## src/design/dfrc_pkg.sv

```systemverilog
`timescale 1ns / 1ps
`default_nettype none
// ----------------------------------------------------------------------------
// dfrc_pkg: shared types and constants of the DAC frame ramp controller
// Command kinds, sequencer states, register indexes and frame layout values.
// ----------------------------------------------------------------------------
package dfrc_pkg;

  localparam int CODE_W   = 12;
  localparam int WORD_W   = 16;
  localparam int PROD_W   = 28;
  localparam int DIV_STEPS = 12;
  localparam int CNT_W    = $clog2(DIV_STEPS + 1);

  localparam logic [CODE_W-1:0] CODE_MAX   = 12'd4095;
  localparam logic [CODE_W-1:0] VMAP_LOW   = 12'd729;
  localparam logic [CODE_W-1:0] VMAP_HIGH  = 12'd3649;
  localparam logic [CODE_W-1:0] VMAP_SPAN  = 12'd2920;

  localparam logic [1:0] MODE_NORMAL = 2'd0;
  localparam logic [1:0] MODE_PD_1K  = 2'd1;

  localparam logic [CODE_W-1:0] RAMP_STEP_RESET = 12'd16;
  localparam logic [WORD_W-1:0] VREF_RESET      = 16'd3300;

  typedef enum logic [2:0] {
    KIND_SET_VALUE   = 3'd0,
    KIND_SET_VOLTAGE = 3'd1,
    KIND_RAMP_TARGET = 3'd2,
    KIND_TICK        = 3'd3,
    KIND_POWER_DOWN  = 3'd4,
    KIND_POWER_UP    = 3'd5
  } kind_t;

  typedef enum logic [1:0] {
    CFG_RAMP_STEP  = 2'd0,
    CFG_VREF_LEVEL = 2'd1
  } cfg_index_t;

  typedef enum logic [1:0] {
    ST_IDLE,
    ST_DIV_START,
    ST_DIV,
    ST_FINISH
  } state_t;

endpackage
`default_nettype wire

```

## src/design/dfrc_div.sv

```systemverilog
`timescale 1ns / 1ps
`default_nettype none
// ----------------------------------------------------------------------------
// dfrc_div: restoring divider, one quotient bit per cycle
// Divides a product by the reference level; the quotient is known to fit in
// the code width, so the upper product bits seed the partial remainder.
// ----------------------------------------------------------------------------
module dfrc_div (
  input  wire                            clk,
  input  wire                            rst,
  input  wire                            start,
  input  wire [dfrc_pkg::PROD_W-1:0]     dividend,
  input  wire [dfrc_pkg::WORD_W-1:0]     divisor,
  output logic                           done,
  output logic [dfrc_pkg::CODE_W-1:0]    quotient
);

  logic [dfrc_pkg::WORD_W-1:0] rem;
  logic [dfrc_pkg::CNT_W-1:0]  count;
  logic [dfrc_pkg::WORD_W:0]   trial;
  logic [dfrc_pkg::WORD_W:0]   diff;

  assign trial = {rem, quotient[dfrc_pkg::CODE_W-1]};
  assign diff  = trial - {1'b0, divisor};

  always_ff @(posedge clk) begin
    if (rst) begin
      count <= '0;
      done  <= 1'b0;
    end else begin
      done <= 1'b0;
      if (start) begin
        count <= dfrc_pkg::CNT_W'(dfrc_pkg::DIV_STEPS);
      end else if (count != '0) begin
        count <= count - 1'b1;
        if (count == dfrc_pkg::CNT_W'(1)) begin
          done <= 1'b1;
        end
      end
    end
  end

  // shift one dividend bit in, keep the difference when it does not go negative
  always_ff @(posedge clk) begin
    if (start) begin
      rem      <= dividend[dfrc_pkg::PROD_W-1:dfrc_pkg::CODE_W];
      quotient <= dividend[dfrc_pkg::CODE_W-1:0];
    end else if (count != '0) begin
      if (!diff[dfrc_pkg::WORD_W]) begin
        rem <= diff[dfrc_pkg::WORD_W-1:0];
      end else begin
        rem <= trial[dfrc_pkg::WORD_W-1:0];
      end
      quotient <= {quotient[dfrc_pkg::CODE_W-2:0], ~diff[dfrc_pkg::WORD_W]};
    end
  end

endmodule
`default_nettype wire

```

## src/design/dac_frame_ramp_controller.sv

```systemverilog
`timescale 1ns / 1ps
`default_nettype none
// Sequence: every kind but set voltage goes from IDLE straight to FINISH; set voltage
//   with 0 < voltage < vref_level passes DIV_START and DIV (the serial divider) first.
// One item at a time: the next input beat is taken once the previous result sits
//   in the output register; FINISH holds while the result side stalls.
// Reset: synchronous; code 0, no ramp, powered up, ramp_step 16, vref_level 3300.
// ----------------------------------------------------------------------------
// dac_frame_ramp_controller: command front end for a 12-bit serial DAC
// Builds 16-bit DAC frames (mode 15:14, code 13:2) from value, voltage, ramp
// and power commands. The voltage map runs through a serial divider.
// ----------------------------------------------------------------------------
module dac_frame_ramp_controller (
  input  wire         clk,
  input  wire         rst,
  // command channel
  input  wire         in_valid,
  output logic        in_ready,
  input  wire  [2:0]  kind,
  input  wire  [15:0] value,
  input  wire  [15:0] voltage,
  // result channel
  output logic        out_valid,
  input  wire         out_ready,
  output logic        frame_valid,
  output logic [15:0] frame_word,
  output logic [11:0] dac_code,
  output logic        status,
  output logic        ramp_busy,
  // register write channel
  input  wire         cfg_valid,
  output logic        cfg_ready,
  input  wire  [1:0]  cfg_index,
  input  wire  [15:0] cfg_data
);

  // configuration registers
  logic [dfrc_pkg::CODE_W-1:0] ramp_step;
  logic [dfrc_pkg::WORD_W-1:0] vref_level;

  // architectural state
  logic [dfrc_pkg::CODE_W-1:0] last_code, last_code_next;
  logic [dfrc_pkg::CODE_W-1:0] ramp_goal, ramp_goal_next;
  logic                        ramp_active, ramp_active_next;
  logic                        powered_down, powered_down_next;

  // latched command
  logic [2:0]                  cmd_kind;
  logic [dfrc_pkg::WORD_W-1:0] cmd_value;
  logic [dfrc_pkg::WORD_W-1:0] cmd_voltage;
  logic [dfrc_pkg::PROD_W-1:0] prod;

  dfrc_pkg::state_t state, state_next;
  logic                        div_start;
  logic                        div_done;
  logic [dfrc_pkg::CODE_W-1:0] quotient;

  logic in_fire;
  logic out_free;
  logic need_div;

  // result of the finishing cycle
  logic                        res_frame_valid;
  logic [1:0]                  res_mode;
  logic [dfrc_pkg::CODE_W-1:0] res_code;
  logic                        res_status;

  logic [dfrc_pkg::CODE_W-1:0] sat_value;
  logic [dfrc_pkg::CODE_W-1:0] step_eff;
  logic [dfrc_pkg::CODE_W-1:0] ramp_diff;

  assign cfg_ready = 1'b1;
  assign in_fire   = in_valid && in_ready;
  assign out_free  = !out_valid || out_ready;

  // only the interior of the voltage range needs the divider
  assign need_div = (kind == dfrc_pkg::KIND_SET_VOLTAGE) && (voltage != '0) &&
                    (voltage < vref_level);

  // ---------------------------------------------------------------- config
  always_ff @(posedge clk) begin
    if (rst) begin
      ramp_step  <= dfrc_pkg::RAMP_STEP_RESET;
      vref_level <= dfrc_pkg::VREF_RESET;
    end else if (cfg_valid && cfg_ready) begin
      case (cfg_index)
        dfrc_pkg::CFG_RAMP_STEP:  ramp_step  <= cfg_data[dfrc_pkg::CODE_W-1:0];
        dfrc_pkg::CFG_VREF_LEVEL: vref_level <= cfg_data;
        default: ;
      endcase
    end
  end

  // ---------------------------------------------------------------- sequencer
  always_ff @(posedge clk) begin
    if (rst) begin
      state <= dfrc_pkg::ST_IDLE;
    end else begin
      state <= state_next;
    end
  end

  always_comb begin
    state_next = state;
    case (state)
      dfrc_pkg::ST_IDLE: begin
        if (in_fire) begin
          state_next = need_div ? dfrc_pkg::ST_DIV_START : dfrc_pkg::ST_FINISH;
        end
      end
      dfrc_pkg::ST_DIV_START: state_next = dfrc_pkg::ST_DIV;
      dfrc_pkg::ST_DIV: begin
        if (div_done) begin
          state_next = dfrc_pkg::ST_FINISH;
        end
      end
      dfrc_pkg::ST_FINISH: begin
        // hold until the output register can take the result
        if (out_free) begin
          state_next = dfrc_pkg::ST_IDLE;
        end
      end
      default: state_next = dfrc_pkg::ST_IDLE;
    endcase
  end

  always_comb begin
    in_ready  = 1'b0;
    div_start = 1'b0;
    case (state)
      dfrc_pkg::ST_IDLE:      in_ready  = 1'b1;
      dfrc_pkg::ST_DIV_START: div_start = 1'b1;
      default: ;
    endcase
  end

  // latch the command; the product is registered before it feeds the divider
  always_ff @(posedge clk) begin
    if (in_fire) begin
      cmd_kind    <= kind;
      cmd_value   <= value;
      cmd_voltage <= voltage;
      prod        <= dfrc_pkg::PROD_W'(voltage) * dfrc_pkg::PROD_W'(dfrc_pkg::VMAP_SPAN);
    end
  end

  dfrc_div u_div (
    .clk      (clk),
    .rst      (rst),
    .start    (div_start),
    .dividend (prod),
    .divisor  (vref_level),
    .done     (div_done),
    .quotient (quotient)
  );

  // ---------------------------------------------------------------- command decode
  assign sat_value = (cmd_value > dfrc_pkg::WORD_W'(dfrc_pkg::CODE_MAX)) ?
                     dfrc_pkg::CODE_MAX : cmd_value[dfrc_pkg::CODE_W-1:0];
  assign step_eff  = (ramp_step == '0) ? dfrc_pkg::CODE_W'(1) : ramp_step;
  assign ramp_diff = (ramp_goal > last_code) ? (ramp_goal - last_code)
                                             : (last_code - ramp_goal);

  always_comb begin
    last_code_next    = last_code;
    ramp_goal_next    = ramp_goal;
    ramp_active_next  = ramp_active;
    powered_down_next = powered_down;
    res_frame_valid   = 1'b0;
    res_mode          = dfrc_pkg::MODE_NORMAL;
    res_code          = last_code;
    res_status        = 1'b0;
    case (cmd_kind)
      dfrc_pkg::KIND_SET_VALUE: begin
        res_frame_valid   = 1'b1;
        res_code          = sat_value;
        last_code_next    = sat_value;
        ramp_active_next  = 1'b0;
        powered_down_next = 1'b0;
      end
      dfrc_pkg::KIND_SET_VOLTAGE: begin
        if (cmd_voltage > vref_level) begin
          // reject: no frame, state untouched
          res_status = 1'b1;
        end else begin
          if (cmd_voltage == '0) begin
            res_code = dfrc_pkg::VMAP_LOW;
          end else if (cmd_voltage == vref_level) begin
            res_code = dfrc_pkg::VMAP_HIGH;
          end else begin
            res_code = dfrc_pkg::VMAP_LOW + quotient;
          end
          res_frame_valid   = 1'b1;
          last_code_next    = res_code;
          ramp_active_next  = 1'b0;
          powered_down_next = 1'b0;
        end
      end
      dfrc_pkg::KIND_RAMP_TARGET: begin
        ramp_goal_next   = sat_value;
        ramp_active_next = (sat_value != last_code);
      end
      dfrc_pkg::KIND_TICK: begin
        if (ramp_active) begin
          // advance one step, clamp at the goal from either side
          if (ramp_diff <= step_eff) begin
            res_code = ramp_goal;
          end else if (ramp_goal > last_code) begin
            res_code = last_code + step_eff;
          end else begin
            res_code = last_code - step_eff;
          end
          last_code_next    = res_code;
          ramp_active_next  = (res_code != ramp_goal);
          powered_down_next = 1'b0;
          res_frame_valid   = 1'b1;
        end
      end
      dfrc_pkg::KIND_POWER_DOWN: begin
        res_frame_valid   = 1'b1;
        res_mode          = dfrc_pkg::MODE_PD_1K;
        powered_down_next = 1'b1;
      end
      dfrc_pkg::KIND_POWER_UP: begin
        res_frame_valid   = 1'b1;
        powered_down_next = 1'b0;
      end
      default: ;
    endcase
  end

  // ---------------------------------------------------------------- commit
  always_ff @(posedge clk) begin
    if (rst) begin
      last_code    <= '0;
      ramp_goal    <= '0;
      ramp_active  <= 1'b0;
      powered_down <= 1'b0;
      out_valid    <= 1'b0;
    end else begin
      if (out_valid && out_ready) begin
        out_valid <= 1'b0;
      end
      if (state == dfrc_pkg::ST_FINISH && out_free) begin
        last_code    <= last_code_next;
        ramp_goal    <= ramp_goal_next;
        ramp_active  <= ramp_active_next;
        powered_down <= powered_down_next;
        out_valid    <= 1'b1;
      end
    end
  end

  // output register payload; frame word is zero when no frame goes out
  always_ff @(posedge clk) begin
    if (state == dfrc_pkg::ST_FINISH && out_free) begin
      frame_valid <= res_frame_valid;
      frame_word  <= res_frame_valid ? {res_mode, res_code, 2'b00} : '0;
      dac_code    <= last_code_next;
      status      <= res_status;
      ramp_busy   <= ramp_active_next;
    end
  end

endmodule
`default_nettype wire

```

## config.mk

```make
export PLATFORM = sky130hd
export DESIGN_NAME = dac_frame_ramp_controller
export DESIGN_NICKNAME = d
export VERILOG_FILES = /design/src/design/dfrc_pkg.sv /design/src/design/dfrc_div.sv /design/src/design/dac_frame_ramp_controller.sv
export SDC_FILE = /design/constraint.sdc
export NUM_CORES = 1
export LEC_CHECK = 0
export BUFFER_PORTS_ARGS = -buffer_cell sky130_fd_sc_hd__buf_2
export CAP_MARGIN = 20
export CORE_ASPECT_RATIO = 0.6
export CORE_MARGIN = 1
export CORE_UTILIZATION = 58
export CTS_CLUSTER_SIZE = 40
export DETAILED_ROUTE_END_ITERATION = 8
export PLACE_DENSITY = 0.78
export REMOVE_ABC_BUFFERS = 1
export SYNTH_ARGS = -nofsm -noshare
export SYNTH_HDL_FRONTEND = slang
export SYNTH_SLANG_ARGS = --single-unit
```

## constraint.sdc

```tcl
create_clock -name clk -period 13.2 [get_ports clk]
set_clock_uncertainty 0.2 [all_clocks]
set_input_delay 2.64 -clock clk [delete_from_list [all_inputs] [get_ports clk]]
set_output_delay 2.64 -clock clk [all_outputs]
set_load 0.05 [all_outputs]
```

# After elaboration in Yosys (flattened, before gate mapping)

Index checks and enable logic that the tools add are counted.

Word-level logic and storage cells: 115
Output and inout bits: 34
Bits of input ports: 58
Register bits: 180

Add/sub/neg operators: 7
Equality and inequality tests: 17
Muxes and demuxes: 37
$lt $le $gt $ge: 5
Reductions and logical operators: 23
Bitwise logic cells: 2
Multiply operators: 1

Operators by type and width:

| kind                   | count |
|---|---|
| $mux 12                | 13 |
| $mux 16                | 3 |
| $pmux 12 s3            | 1 |
| $sub 12x12->12         | 3 |
| $mul 16x9->25 const B  | 1 |
| $ne 12x12->1           | 2 |
| $sub 17x16->17         | 1 |
| $eq 16x16->1           | 1 |
| $gt 16x12->1 const B   | 1 |
| $gt 16x16->1           | 1 |
| $logic_not 16->1       | 1 |
| $lt 16x16->1           | 1 |
| $reduce_bool 16->1     | 1 |
| $add 10x12->12 const A | 1 |
| $add 12x12->12         | 1 |
| $gt 12x12->1           | 1 |
| $le 12x12->1           | 1 |
| $logic_not 12->1       | 1 |
| $mux 1                 | 11 |
| $mux 2                 | 4 |
| $mux 4                 | 2 |
| $pmux 2 s4             | 1 |
| $eq 3x1->1 const B     | 2 |
| $eq 3x2->1 const B     | 2 |
| 21 further kinds       | 35 |

# Longest topological paths before layout

Gate-level depths: netlist (run 1).

Depth in word-level cells: 10
Gate-level depth with buffers: 25
Depth with buffers taken out: 23

# Modules after synthesis

From an unflattened synthesis (run 1), not the netlist that was laid out.

Cells, all modules: 1513
Area total of the unflattened synthesis: 14206.1 um^2

Modules (own cells, without submodules):

| module                    | cells an instance | instances | area each (um^2) | sequential area each (um^2) |
|---|---|---|---|---|
| dac_frame_ramp_controller | 1270              | 1         | 11840.1          | 3703.6 |
| dfrc_div                  | 243               | 1         | 2366.0           | 940.9 |

# Worst setup path after synthesis (run 1)

Ideal clock, no wire load.

Kind: input-to-reg
Start point: in voltage[4]
End point: reg prod[27] (netlist bit), data pin
Path buffers: 0
Arrival time: 6683 ps
Slack: 6059 ps
Library setup time: 258 ps
Required time: 12742 ps
Cell stages on the path: 16
Path through: ha_1 -> inv_1 -> fa_1 -> fa_1 -> inv_1 -> fa_1 -> ha_1 -> o21ai_0 -> or3_1 -> o311a_1 -> a31oi_1 -> o41ai_1 -> o211ai_1 -> a21o_1 -> a21oi_1 -> xnor2_1

Word-level cells in the longest chain between the ends: 1

RTL lines:

| element                | RTL line                         | source |
|---|---|---|
| start: declaration     | dac_frame_ramp_controller.sv:21  | `input wire [15:0] voltage,` |
| $mul 16x9->25          | dac_frame_ramp_controller.sv:143 | `prod <= dfrc_pkg::PROD_W'(voltage) * dfrc_pkg::PROD_W'(dfrc_pkg::VMAP_SPAN);` |
| end signal: assignment | dac_frame_ramp_controller.sv:143 |  |
| end: declaration       | dac_frame_ramp_controller.sv:51  | `logic [dfrc_pkg::PROD_W-1:0] prod;` |

Every way passes these cells.
A chain may end at the register's enable or synchronous reset.

# Worst setup path in the final report (run 1)

Ends and elaborated chain as after synthesis.

==> results of run 1 <==
## cells by family (layout without fill, tap and decap cells)
group	Yosys count	after routing
flip-flops	175	175
AO/OA/AOI/OAI	363	363
multiplexers	40	40
other	2	6
adder cells (fa/ha/maj)	211	211
buffers and inverters	217	294
AND/OR/NAND/NOR	404	404
XOR/XNOR	83	83
## synth_stat cells, types with 20 or more instances
| cell type | number |
|---|---|
| ha_1 | 154 |
| xnor2_1 | 63 |
| nor2_1 | 118 |
| a21o_1 | 27 |
| clkbuf_1 | 29 |
| a211oi_1 | 23 |
| edfxtp_1 | 114 |
| a21oi_1 | 109 |
| inv_1 | 165 |
| mux2i_1 | 24 |
| dfxtp_1 | 61 |
| nand2_1 | 102 |
| nor3_1 | 34 |
| fa_1 | 57 |
| o21ai_0 | 75 |
| nand2b_1 | 20 |
## registers in the layout, summed over array words and instances, names as in the netlist, 2 cells and up
name,cells
u_div.count,4
cmd_value,16
cmd_voltage,16
prod,23
last_code,12
vref_level,16
u_div.quotient,12
frame_word,13
dac_code,12
u_div.rem,16
ramp_step,12
state,2
cmd_kind,3
ramp_goal,12
## power breakdown
part / total, W / switching [W] / internal (W)
registers: 0.000962 / 0.000124 / 0.000838
logic: 0.00273 / 0.00164 / 0.00110
clock network: 0.000491 / 0.000244 / 0.000247
total: 0.00419 / 0.00200 / 0.00218
## per-layer routing
metal / track usage, % / up-vias
li1: - / 5442
met1: 52.2 / 5588
met2: 43.9 / 640
met3: 14.3 / 54
met4: 7.10 / 0
met5: 0 / -
## per-stage QoR
stage	util [%]	cells	area (um2)	setup slack (ns)
finish	65.4	1891	15400	5.66
global route	65.4	1890	15400	5.36
CTS	65.4	1889	15400	5.78
detailed placement	63.0	1857	14800	5.33
global placement	63.0	1857	14800	5.43
floorplan	-	1446	13900	6.06
## worst min-delay path by stage
stage,endpoint,depth (start not counted)
after floorplan,ramp_step[7],2
after global routing,vref_level[8],2
after global placement,vref_level[9],2
after detailed placement,vref_level[15],2
final,vref_level[15],2
after CTS,vref_level[15],2
## area by class of cell
cell class                      instances  area share, %
Antenna cell                            2         0.0325
Clock buffer                           17           2.77
Clock inverter                         15          0.854
Inverter                              166           4.08
Multi-Input combinational cell       1105           56.2
Sequential cell                       175           30.2
Tap cell                              315           2.56
Timing Repair Buffer                   96           3.27
## worst register-to-register path, stage by stage, from the launching register on
cell and delay, ns:
dfxtp_1 0.56, inv_1 0.29, fa_1 0.53, a211oi_1 0.34
o21ai_0 0.19, a211oi_2 0.45, nor3_4 0.07, buf_4 0.26
a21o_1 0.31, fa_1 0.46, xnor2_1 0.29, xnor2_1 0.22
o221ai_1 0.18, or4_1 0.53, or3_1 0.39, nor4_1 0.21
nand4_1 0.21, o31ai_1 0.47, nand3_1 0.17
==> run metrics, run 1 <==
Reg-to-Reg Start=last_code[1]; placed wire-length estimate=33100 um; starting density of the core=60.0%; die width=203 um; Core Region=23500 um2; Worst path depth=17; Clock transition at path regs=0.07 ns; DRC Markers=0; Synth area leader=edfxtp_1; final hold violation count=0; Worst R2R End=ramp_busy; flops & latches, synth=175; largest net degree at the start of global routing=59; RSZ-0062 raised after global routing=no; DR vias/cell=6.20; hold_ws=0.258 ns; GRT Residual Overflow=0; Met3 Wirelength=5700 um; number of antenna violations at the first check in global routing=1; Worst Hold Class=register to register; worst-case clock buffer depth=2; via count=11724; post_cts resized=0; Worst-Skew Late Latency=0.45 ns; sequential-to-total area share from yosys stat=32.9%; Peak VDD IR=198 uV; Slowest Stage Delay on Critical Path=0.75 ns; routed wire length per instance=21.9 um; CP startpoint=voltage[4]; CP top delay family=compound AO/OA/AOI/OAI gates; mux cell area share after synthesis=2.98%; critical path fanouts, max=5; share of the synthesized area in the top cell type=24.2%; Pre-Repair DR Iteration Count=7; Hold Startpoint=vref_level[15]; slowest stage cell, crit path=o41ai_1; WL final=41500 um; Slew Limit Fails=0; number of buffers and inverters on the critical path=3; crit path DAT=7.54 ns; share of cells above drive strength 1=11.6%; total CTS buffers=17; most common cell after layout, fill and taps aside=inv_1; FF-to-FF path depth=18; dominant synthesized flop cell=edfxtp_1; LEAKAGE=6.50 nW; I/O pin total=92; Root Driver=clkbuf_16; postcts setup bufs=0; Final TNS setup=0 ns; Post-DRT Antenna Nets=0; H-tree levels=4; Layout area overhead=8.92%; gr usage total=34.2%; synth unique cells=86; hold_buf cts=0; Final min period=7.54 ns; Async SR Flop Fraction=0%; Fill cells=1944; most frequent cells in the layout=inv_1, ha_1, nor2_1; area of the die=25000 um2; multi-input gate area in the final layout=8640 um2; status=finished clean; worst path required time=13.20 ns; syn avg cell area=9.44 um2; Synth Area in Simple Gates=14.2%; Iter 0 DRT Violations=1211; slew margin rel.=30.8%; Adder-Cell Fraction of Synth Area=21.7%; # rows=43; die height=123 um; Post-Synth XOR/XNOR Area=5.25%; TritonCTS clock tree=done; Design Power=0.00419 W; met2 WL=15600 um; most used cell, CP=fa_1; Power Density=272 nW/um2; Synth area leaders=edfxtp_1, ha_1, dfxtp_1; Final nets=1830; Post-synth EDFFs=114; yosys warns=0; Setup crit start kind=input pin; setup slack, reg-to-reg=6.61 ns; CTS sink cnt=175; synthesized area=14100 um2; Synth Area in Compound Gates=16.8%; capture point of the critical path=prod[27]; vias in the first global route=10967; RD Place Congestion=1.03; sequential cell area=4640 um2; largest family of logic cells by synthesized area=adder cells; PortBufs=87; Highest Clock Rate=0.133 GHz; top layer in use=met4; endpoints failing setup=0; Final Cycle Share=57.1%; worst slew pin tran=1.04 ns; Cells after Synth=1495; CP Cell Sequence=buf_2, ha_1, inv_1, fa_1, fa_1, inv_1, fa_1, ha_1, o21ai_0, or3_1, o311a_1, a31oi_1, o41ai_1, o211ai_1, a21o_1, a21oi_1, xnor2_1; routed length on met1=19600 um; number of max-cap violations=0; critical path endpoint category=register; critical path class=input pin to register; first-pass GRT wire length=63100 um
No activity file was read; power rests on OpenSTA's default activity.
==> run 2: changes to the inputs <==
- CORE_UTILIZATION: 58 -> 57
- PLACE_DENSITY: 0.78 -> 0.8
- clock period: 13.2 -> 6.7 ns (I/O delays scaled with it)
==> run 2 against run 1 <==
Core utilization shrank 1.1 points. Design area grew 1.3%. Sequential share of layout area shrank 0.38 points. Cell count grew 1.6%. Via count grew 1.7%. Wire length shrank 1.5%. Critical path type is now register to register.
==> run metrics, run 2 (synthesis results as in run 1) <==
status=finished clean; area of the die=25400 um2; RD Place Congestion=1.03; antenna cells=0; H-tree levels=4; placed wire-length estimate=32800 um; final hold violation count=0; Slew Limit Fails=0; # rows=44; total CTS buffers=17; slew margin rel.=35.1%; Setup crit start kind=register; worst-case clock buffer depth=2; Layout area overhead=10.3%; Worst Hold Class=register to register; CP startpoint=last_code[6]; number of antenna violations at the first check in global routing=1; most common cell after layout, fill and taps aside=inv_1; worst hold path depth=2; Pre-Repair DR Iteration Count=5; Setup WS pre-CTS=0.244 ns; I/O pin total=92; Worst-Skew Late Latency=0.44 ns; endpoints failing setup=0; WL final=40800 um; DR vias/cell=6.21; setup slack, reg-to-reg=0.23 ns; Root Driver=clkbuf_16; FF-to-FF path depth=20; GRT Residual Overflow=0; number of max-cap violations=0; critical path class=register to register; via count=11921; post_cts resized=0; final worst slack=0.234 ns; LEAKAGE=6.64 nW; Reg-to-Reg Start=last_code[6]; most frequent cells in the layout=inv_1, ha_1, nor2_1; Clock transition at path regs=0.07 ns; largest reg by FF count=prod; gr usage total=33.3%; Hold Startpoint=vref_level[8]; sequential cell area=4640 um2; vias in the first global route=11161; DRC Markers=0; fin util=64.3%; capture point of the critical path=frame_word[7]; starting density of the core=58.3%; postcts setup bufs=0; critical path endpoint category=register; CTS sink cnt=175; Core Region=24200 um2; Highest Clock Rate=0.155 GHz; die height=124 um; Fill cells=1950; Worst R2R End=frame_word[7]; critical path fanouts, max=19; first-pass GRT wire length=62600 um; RSZ-0062 raised after global routing=no; PortBufs=87; Final Cycle Share=96.5%; Peak VDD IR=410 uV; TritonCTS clock tree=done; Post-DRT Antenna Nets=0; share of cells above drive strength 1=12.9%; Power Density=537 nW/um2; multi-input gate area in the final layout=8640 um2; die width=205 um; worst path required time=6.70 ns; worst slew pin tran=0.960 ns; largest net degree at the start of global routing=57; Final min period=6.47 ns; routed wire length per instance=21.2 um; Iter 0 DRT Violations=1350; crit path DAT=6.46 ns; hold_buf cts=0; Final nets=1855; Largest register FFs=23; Final TNS setup=0 ns
-- run 2: changes by cell type in the layout (fill, tap and decap cells not counted) --
cell	before	now
inv_6	4	8
clkinv_8	1	0
clkbuf_16	17	18
buf_4	9	34
clkbuf_8	0	1
diode_2	2	0
clkbuf_1	0	1
clkinvlp_4	3	0
inv_8	3	0
-- run 2: power breakdown --
group	switching [W]	total, W	internal (W)
Combinational	0.00325	0.00552	0.00227
Clock	0.000450	0.000964	0.000514
Sequential	0.000225	0.00187	0.00165
Total	0.00392	0.00835	0.00443
-- run 2: per-layer routing --
metal	share of wire [%]	track usage, %
met1	47	50.2
met2	37	44.3
met3	15	12.8
met4	1.1	6.71
met5	0.032	0
-- run 2: critical path: stages, from the launching register on --
cell	delay [ns]
dfxtp_1	0.50
inv_1	0.18
ha_1	0.48
and4_1	0.33
o21a_1	0.16
a211oi_2	0.11
nor3_4	0.36
buf_4	0.33
mux2_2	0.39
a21oi_1	0.15
o31ai_1	0.09
nor3_1	0.50
ha_1	0.28
nand4_1	0.13
or2_2	0.32
a31oi_2	0.48
buf_4	0.30
mux2i_1	0.34
a211oi_1	0.19
nand3b_1	0.21
and2_1	0.17
-- run 2: how the worst min path moves through the flow --
| stage | endpoint | slack [ns] |
|---|---|---|
| 6_report | vref_level[8] | 0.26 |
| 5_1_grt | vref_level[8] | 0.28 |
| 4_1_cts | vref_level[8] | 0.26 |
| 3_5_place_dp | vref_level[15] | 0.25 |
| 3_3_place_gp | vref_level[14] | 0.24 |
| 2_1_floorplan | ramp_step[7] | 0.23 |
-- run 2: final cells by class --
type,instances,area share [%]
clock buffers,20,3.00
clock inverters,12,0.603
inverters,166,4.03
multi-input cells,1105,55.5
flip-flops and latches,175,29.8
well taps,322,2.59
repair buffers,121,4.44
-- run 2: per-stage QoR --
stage          hold WS [ns]  total power (W)  instances  cell area, um2
6_report              0.256          0.00835       1921           15600
4_1_cts               0.258          0.00821       1921           15600
3_5_place_dp          0.249          0.00723       1889           15000
3_3_place_gp          0.244          0.00701       1889           15000
5_1_grt               0.281          0.00890       1921           15600
2_1_floorplan         0.230          0.00571       1446           13900
==> run 3: changes to the inputs <==
- CELL_PAD_IN_SITES_DETAIL_PLACEMENT: unset -> 1
- CELL_PAD_IN_SITES_GLOBAL_PLACEMENT: unset -> 1
- CORE_UTILIZATION: 57 -> 44
- PLACE_DENSITY: 0.8 -> 0.79
==> run 3 against run 2 <==
Via count grew 0.89%. Sequential share of layout area shrank 0.35 points. Sequential power about the same. Non-clock buffer count increased by 3. Wire length up 18%. Critical path depth grew 3. Clock power grew 8%. Die area increased by 29%. Combinational power grew 2%. First-iteration DRC count decreased by 28%.
==> run metrics, run 3 (synthesis results as in run 1) <==
status=finished clean; Worst Hold Class=register to register; critical path class=register to register; RD Place Congestion=0.971; starting density of the core=45.0%; Setup crit start kind=register; post_cts resized=0; Final min period=6.29 ns; Clock transition at path regs=0.08 ns; worst-case clock buffer depth=2; DRC Markers=0; Final nets=1858; via count=12027; final hold violation count=0; placed wire-length estimate=39000 um; gr usage total=30.1%; Highest Clock Rate=0.159 GHz; area of the die=32800 um2; # rows=50; Inst Count DP=1986; Final Cycle Share=93.8%; PortBufs=87; final worst slack=0.415 ns; Final TNS setup=0 ns; critical path fanouts, max=19; most common cell after layout, fill and taps aside=inv_1; first-pass GRT wire length=73000 um; crit path DAT=6.28 ns; WL final=48200 um; routed wire length per instance=23.9 um; Core Region=31300 um2; Iter 0 DRT Violations=978; I/O pin total=92; Root Driver=clkbuf_16; most frequent cells in the layout=inv_1, ha_1, nor2_1; vias in the first global route=12241; CTS sink cnt=175; Pre-Repair DR Iteration Count=4; GRT Residual Overflow=0; DR vias/cell=5.96; largest net degree at the start of global routing=57; largest reg by FF count=prod; Layout area overhead=11.6%; antenna cells=0; Largest register FFs=23; Setup WS pre-CTS=0.256 ns; slew margin rel.=45.7%; worst path required time=6.69 ns; H-tree levels=4; number of antenna violations at the first check in global routing=0; postcts setup bufs=0; total CTS buffers=17; final std cells w/o fill=2018; critical path endpoint category=register; endpoints failing setup=0; share of cells above drive strength 1=13.0%; Slew Limit Fails=0; worst slew pin tran=0.812 ns; Post-DRT Antenna Nets=0; hold_buf cts=0; die height=141 um; number of max-cap violations=0; Peak VDD IR=480 uV; TritonCTS clock tree=done; LEAKAGE=6.67 nW; Power Density=543 nW/um2; die width=233 um; Worst-Skew Late Latency=0.45 ns; RSZ-0062 raised after global routing=no
-- run 3: changes by cell type in the layout (fill, tap and decap cells not counted) --
cell       change
clkbuf_1       -1
bufinv_16      +1
clkinv_2       -3
buf_4          +2
inv_6          -6
clkinv_8       +1
clkbuf_16      -1
inv_8          +6
buf_12         +1
clkbuf_8       -1
clkinv_4       +3
clkinv_1       +1
-- run 3: cell type report --
cell class	instances	area [um2]
Clock buffer	17	425
Inverter	166	628
Multi-Input combinational cell	1105	8640
Clock inverter	15	170
Sequential cell	175	4640
Tap cell	416	520
Timing Repair Buffer	124	726
Fill cell	3626	15600
-- run 3: power breakdown --
group / leakage, nW / switching, W / internal (W)
registers: 1.59 / 0.000227 / 0.00165
logic: 4.79 / 0.00333 / 0.00231
clock network: 0.294 / 0.000509 / 0.000533
-- run 3: routing by layer --
layer / routed length [um] / up-vias / GRT usage [%]
li1: - / 5504 / -
met1: 23800 / 5985 / 45.8
met2: 18700 / 509 / 40.5
met3: 5320 / 29 / 10.4
met4: 408 / 0 / 5.44
met5: 0 / - / 0
-- run 3: path summary, 6_finish.rpt --
| kind | startpoint | endpoint | slack [ns] | cells after the start |
|---|---|---|---|---|
| setup / recovery | ramp_goal[0] | dac_code[10] | 0.41 | 23 |
| hold / removal | vref_level[8] | vref_level[8] | 0.27 | 2 |
| setup reg to reg | ramp_goal[0] | dac_code[10] | 0.41 | 23 |
| hold reg to reg | vref_level[8] | vref_level[8] | 0.27 | 2 |
-- run 3: critical path, cell delays in order, from the launching register on --
cell and delay, ns:
dfxtp_1 0.51, inv_1 0.10, ha_1 0.24, inv_1 0.10, fa_1 0.22, a211oi_1 0.11
o21ai_0 0.28, a211oi_2 0.18, nor3_4 0.49, buf_4 0.36, mux2_1 0.40, o21ba_2 0.25
o21ai_1 0.08, a21oi_1 0.22, xnor2_1 0.11, ha_1 0.30, nand4_1 0.15, or2_2 0.34
a31oi_2 0.25, buf_12 0.20, mux2i_1 0.26, o211ai_1 0.19, a22oi_1 0.35, inv_1 0.09
-- run 3: metrics by stage --
stage | power [W] | cell area (um2) | hold slack [ns] | utilization (%)
floorplan | 0.00571 | 13900 | 0.230 | -
global route | 0.00912 | 15800 | 0.294 | 50.3
CTS | 0.00848 | 15800 | 0.269 | 50.3
detailed placement | 0.00739 | 15200 | 0.253 | 48.4
global placement | 0.00715 | 15200 | 0.245 | 48.4
finish | 0.00855 | 15800 | 0.272 | 50.3
